<file path="config.mk">
export PLATFORM = sky130hd
export DESIGN_NAME = mdcm_ctrl
export DESIGN_NICKNAME = d
export VERILOG_FILES = /design/src/rtl/core/mdcm_pkg.sv /design/src/rtl/core/mdcm_ctrl.sv
export SDC_FILE = /design/constraint.sdc
export NUM_CORES = 1
export LEC_CHECK = 0
export CORE_AREA = 2 2 39 41
export DETAILED_ROUTE_END_ITERATION = 8
export DIE_AREA = 0 0 41 43
export DONT_BUFFER_PORTS = 1
export PLACE_DENSITY_LB_ADDON = 0.1
export SYNTH_ARGS = -nofsm -noshare
export SYNTH_HDL_FRONTEND = slang
export SYNTH_SLANG_ARGS = --single-unit
</file>
<file path="constraint.sdc">
create_clock -name clk -period 0.9 [get_ports clk]
set_input_delay 0.18 -clock clk [delete_from_list [all_inputs] [get_ports clk]]
set_output_delay 0.18 -clock clk [all_outputs]
set_load 0.03 [all_outputs]
</file>
<file path="src/rtl/core/mdcm_pkg.sv">
// shared types, register indexes and the sine table builder for the chorus mixer
package mdcm_pkg;

    // controller states
    typedef enum logic [2:0] {
        S_CLEAR,
        S_IDLE,
        S_MOD,
        S_ADDR,
        S_INTERP,
        S_WET,
        S_MIX
    } mdcm_state_t;

    // commands from controller to datapath
    typedef struct packed {
        logic clear_en;
        logic load;
        logic modulate;
        logic addr;
        logic interp;
        logic blend;
        logic finish;
    } mdcm_cmd_t;

    // status from datapath to controller
    typedef struct packed {
        logic clear_last;
        logic out_busy;
    } mdcm_stat_t;

    // register indexes on the configuration port
    localparam logic [2:0] REG_INPUT_GAIN   = 3'd0;
    localparam logic [2:0] REG_DRIFT_DEPTH  = 3'd1;
    localparam logic [2:0] REG_WOBBLE_DEPTH = 3'd2;
    localparam logic [2:0] REG_EFFECT_MIX   = 3'd3;
    localparam logic [2:0] REG_DRIFT_STEP   = 3'd4;
    localparam logic [2:0] REG_WOBBLE_STEP  = 3'd5;

    // reset values
    localparam logic [15:0] GAIN_RESET        = 16'd16384;
    localparam logic [14:0] MIX_RESET         = 15'd1081;
    localparam logic [23:0] DRIFT_STEP_RESET  = 24'd37;
    localparam logic [23:0] WOBBLE_STEP_RESET = 24'd175;

    // chorus runs above this depth code
    localparam logic [15:0] ACTIVE_THRESHOLD = 16'd4;
    // reciprocal of 5 in Q22, exact for the wet sum range
    localparam logic [19:0] WET_RECIP = 20'd838861;
    localparam logic [14:0] WET_MAX   = 15'd16384;
    // base delay of ten samples in Q16
    localparam logic signed [39:0] DELAY_BASE = 40'sd655360;

    // saturate to 16 bits
    function automatic logic signed [15:0] sat16(input logic signed [39:0] v);
        logic signed [15:0] r;
        if (v > 40'sd32767)
            r = 16'sd32767;
        else if (v < -40'sd32768)
            r = -16'sd32768;
        else
            r = v[15:0];
        return r;
    endfunction

    // one sine table entry, quarter wave polynomial, evaluated at elaboration
    function automatic logic signed [15:0] sine_entry(input int idx, input int bits);
        logic [63:0] size;
        logic [63:0] four;
        logic [63:0] q;
        logic [63:0] f;
        logic [63:0] t;
        logic [63:0] t2;
        logic [63:0] r;
        logic [63:0] s;
        logic [15:0] v;
        size = 64'd1 << bits;
        four = 64'(idx) << 2;
        q = four >> bits;
        f = four & (size - 64'd1);
        if (q[0])
            f = size - f;
        t = (f << 30) >> bits;
        t2 = (t * t) >> 30;
        r = 64'd5026938;
        r = 64'd85569278 - ((r * t2) >> 30);
        r = 64'd693598671 - ((r * t2) >> 30);
        r = 64'd1686629713 - ((r * t2) >> 30);
        s = (r * t) >> 30;
        s = (s + 64'd16384) >> 15;
        if (s > 64'd32767)
            s = 64'd32767;
        v = s[15:0];
        return q[1] ? -$signed(v) : $signed(v);
    endfunction

endpackage

</file>
<file path="src/rtl/core/mdcm_ctrl.sv">
// controller state machine for the chorus mixer
module mdcm_ctrl
    import mdcm_pkg::*;
(
    input  logic       clk,
    input  logic       rst_n,
    input  logic       s_valid,
    output logic       s_ready,
    input  mdcm_stat_t stat,
    output mdcm_cmd_t  cmd
);

    mdcm_state_t state_reg;
    mdcm_state_t state_next;

    // state register
    always_ff @(posedge clk or negedge rst_n)
    begin
        if (!rst_n)
            state_reg <= S_CLEAR;
        else
            state_reg <= state_next;
    end

    // next state and commands
    always_comb
    begin
        state_next = state_reg;
        cmd = '0;
        s_ready = 1'b0;
        case (state_reg)
            S_CLEAR:
            begin
                cmd.clear_en = 1'b1;
                if (stat.clear_last)
                    state_next = S_IDLE;
            end
            S_IDLE:
            begin
                s_ready = 1'b1;
                if (s_valid)
                begin
                    cmd.load = 1'b1;
                    state_next = S_MOD;
                end
            end
            S_MOD:
            begin
                cmd.modulate = 1'b1;
                state_next = S_ADDR;
            end
            S_ADDR:
            begin
                cmd.addr = 1'b1;
                state_next = S_INTERP;
            end
            S_INTERP:
            begin
                cmd.interp = 1'b1;
                state_next = S_WET;
            end
            S_WET:
            begin
                cmd.blend = 1'b1;
                state_next = S_MIX;
            end
            S_MIX:
            begin
                if (!stat.out_busy)
                begin
                    cmd.finish = 1'b1;
                    state_next = S_IDLE;
                end
            end
            default:
            begin
                state_next = S_CLEAR;
            end
        endcase
    end

endmodule

</file>
; Word level (Yosys, flattened, before mapping)
; Cells that the tools add are included.
[word_totals]
reg_bits = 3
inputBits = 5
out_inout_bits = 8
wordCells = 26
[op_classes]
n_eq_ne = 9
muxes = 14
reduce_logical = 2
[ops]
columns = operator, count
row1 = 3-bit one-hot mux with 7 select lines, 1
row2 = 1-bit two-way mux, 10
row3 = 3-bit == test (second input constant), 3
row4 = 3-bit two-way mux, 3
row5 = 3-bit by 2-bit == test with 1-bit output (second input constant), 2
row6 = 2-bit != test (second input constant), 3
row7 = 3-bit by 1-bit == test with 1-bit output (second input constant), 1
row8 = 3-bit logical NOT, 1
row9 = 3-bit AND reduction, 1

; Logic depth before layout (Yosys ltp)
[logic_depth]
ltp_word = 3
depth_mapped = 4
mapped_depth_nobuf = 3

; Worst setup path before layout
; No wires, ideal clock.
[synth_timing]
kind = register to output
from = reg state_reg[0]
to = out cmd[0] (netlist bit)
arrival_ns = 1.397
setup_slack_ns = -0.677
path_stages_with_launch = 4
n_path_buf = 1
path_cell_list = dfrtp_1 > buf_2 > nand2b_1 > nor3b_1
[synth_rtl]
columns = item, line_no
row1 = start: declaration, mdcm_ctrl.sv:13  ; mdcm_state_t state_reg;
row2 = start signal: assignment, mdcm_ctrl.sv:22  ; state_reg <= state_next;
row3 = end: declaration, mdcm_ctrl.sv:10  ; output mdcm_cmd_t cmd

==> flow_metrics.env <==
export IMPL_status="complete, but fails checks"
export IMPL_violations="setup timing"
export IMPL_worstSetupStartpointType="register"
export IMPL_cpPeakStageDelay_ns=0.46
export IMPL_fin_crit_sh=1.50
export IMPL_avgViaCountPerCell=4.22
export IMPL_seq_area_frac_synth=0.309
export IMPL_die_area_sq_um=1760
export IMPL_worstHoldPathCells=3
export IMPL_grt_max_degree=8
export IMPL_fp_dieW_um=41
export IMPL_power_mw=2.20
export IMPL_crit_type="register to output port"
export IMPL_path_cells="buf_6 -> and3b_2"
export IMPL_largest_register_ffs=3
export IMPL_track_usage=0.0915
export IMPL_die_h_um=43
export IMPL_synth_area_sq_um=243
export IMPL_gp_congestion=0.720
export IMPL_cts_root_buf="clkbuf_4"
export IMPL_layout_nets=50
export IMPL_timing_final_ws_setup_ns=-0.451
export IMPL_detail_route_antenna_nets=0
export IMPL_insertion_delay_ns=0.23
export IMPL_portBuffers=0
export IMPL_drive_gt1_frac=0.841
export IMPL_max_freq_ghz=0.740
export IMPL_dr_pass1_iters=1
export IMPL_clock_sinks=3
export IMPL_setup_viol=11
export IMPL_hold_viol=0
export IMPL_pre_cts_ws_ns=-0.331
export IMPL_period_minus_slack_ns=1.35
export IMPL_synth_yosys_warnings=0
export IMPL_required_ns=0.72
export IMPL_cp_end_kind="output port"
export IMPL_synth_cell_types=17
export IMPL_peakVddDrop_v=0.00141
export IMPL_powerDensity_nw_per_um2=4230
export IMPL_row_count=14
export IMPL_grt_pass1_vias=255
export IMPL_path_max_fanout=6
export IMPL_cap_viol_max_count=0
export IMPL_drc=0
export IMPL_p_leak_nw=0.245
export IMPL_core_sq_um=1380
export IMPL_grt_setup_unrepaired="true"
export IMPL_grt_pass1_wl_um=1010
export IMPL_antenna_cells=0
export IMPL_cp_slowest_cell="dfrtp_2"
export IMPL_cts_tree="built"
export IMPL_ioPinCount=13
export IMPL_finalMaxSlewViolations=0
export IMPL_final_cells=60
export IMPL_cpLargestDelayFamily="flip-flops"
export IMPL_setup_tns_ns=-4.13
export IMPL_drtIter0Drc=0
export IMPL_cp_num_buf_inv=1
export IMPL_worst_hold_path_type="input port to register"
export IMPL_clkTransAtPathRegs_ns=0.04
export IMPL_vias=253
export IMPL_tightest_slew_ns=0.319
export IMPL_routed_wl_um=678
export IMPL_post_synth_cell_area_avg_sq_um=10.1
export IMPL_crit_arrival_ns=1.17
export IMPL_skew_ns=0.00340
export IMPL_cts_htree_levels=1
export IMPL_syn_inst=24
export IMPL_grt_ovfl_total=0
export IMPL_cts_inserted_buffers=3
export IMPL_start_util=0.175
export IMPL_syn_num_nets=29
export IMPL_max_slew_margin_rel=0.785
export IMPL_syn2layout_area_growth_pct=114
export IMPL_hold_ws_ns=0.140
export IMPL_place_inst=49
export IMPL_antenna_found_initial=0
export IMPL_synth_seq_cells=3
export IMPL_cp_num_cells=2
export IMPL_wl_per_cell_um=11.3
export IMPL_rr_worst_depth=4
export IMPL_cts_max_path_buffers=2
-- synthesized netlist by cell type --
| cell type | n | area [sq um] |
|---|---|---|
| nor2b_1 | 1 | 6.26 |
| nor3b_1 | 3 | 22.5 |
| a21o_1 | 2 | 15.0 |
| dfrtp_1 | 3 | 75.1 |
| nor3_1 | 1 | 5.00 |
| nand2b_1 | 1 | 6.26 |
| o21ai_0 | 1 | 5.00 |
| and2_1 | 1 | 6.26 |
| and3b_1 | 2 | 17.5 |
| nor3b_2 | 1 | 12.5 |
| inv_1 | 1 | 3.75 |
| a21oi_2 | 1 | 8.76 |
| o22ai_1 | 1 | 6.26 |
| o21ai_2 | 1 | 8.76 |
| o41ai_2 | 1 | 16.3 |
| buf_6 | 2 | 22.5 |
| buf_2 | 1 | 5.00 |
-- where the power goes --
group | switching, mW | internal (mW) | total (mW)
combinational | 0.713 | 0.908 | 1.62
sequential | 0.131 | 0.212 | 0.343
clock | 0.0696 | 0.166 | 0.236
-- worst paths after layout --
path	endpoint	slack, ns	from
hold reg to reg	state_reg[1]$_DFFE_PN0P_	0.64	state_reg[0]$_DFFE_PN0P_
min in group asynchronous	state_reg[0]$_DFFE_PN0P_	0.20	rst_n
setup reg to reg	state_reg[0]$_DFFE_PN0P_	-0.37	state_reg[2]$_DFFE_PN0P_
max in group asynchronous	state_reg[2]$_DFFE_PN0P_	0.54	rst_n
hold / removal	state_reg[0]$_DFFE_PN0P_	0.14	s_valid
setup / recovery	cmd[1]	-0.45	state_reg[1]$_DFFE_PN0P_
-- cells in the final DEF, fill, tap and decap left out, types with 2 or more instances in the layout --
master,Yosys,layout
a21o_1,2,2
nor3b_2,1,2
buf_4,0,8
nor3b_4,0,2
buf_6,2,9
clkbuf_4,0,3
and3b_2,0,2
dfrtp_2,0,2
-- through the flow --
step | instance area (sq um) | util
4_1_cts | 485 | 0.351
3_3_place_gp | 375 | 0.271
3_5_place_dp | 375 | 0.271
5_1_grt | 520 | 0.376
6_report | 520 | 0.376
2_1_floorplan | 287 | -
-- area by class of cell --
cell class | instances | area, sq um
clock buffer | 4 | 26.3
fill | 148 | 863
inverter | 1 | 3.75
multi-input combinational | 17 | 201
sequential | 3 | 77.6
tap | 16 | 20.0
timing repair buffer | 19 | 191
-- per-layer routing --
metal	track usage	wire length, um
met5	0	0
met4	0.0800	12
met3	0.0366	44
met2	0.134	351
met1	0.0935	269
-- worst reg2reg max path, stage by stage, from the launching register on --
cell	delay, ns
dfrtp_2	0.46
buf_4	0.16
buf_4	0.13
o41ai_2	0.34
a21oi_2	0.05
-- cell families (layout without fill, tap and decap cells) --
family | after synthesis | count (layout) | synth area share
AND/OR/NAND/NOR | 10 | 10 | 0.314
buffers and inverters | 4 | 24 | 0.129
flip-flops | 3 | 3 | 0.309
AO/OA/AOI/OAI | 7 | 7 | 0.247
-- timing repair --
action                                  4_1_cts  5_1_grt
endpoints found under the hold margin         3        0
hold buffers                                  1        0
endpoints found under the setup margin       11       11
pin swaps                                     3        4
gates resized for setup                      10        7
buffers inserted                              6        0
(Power assumes the default switching activity.)
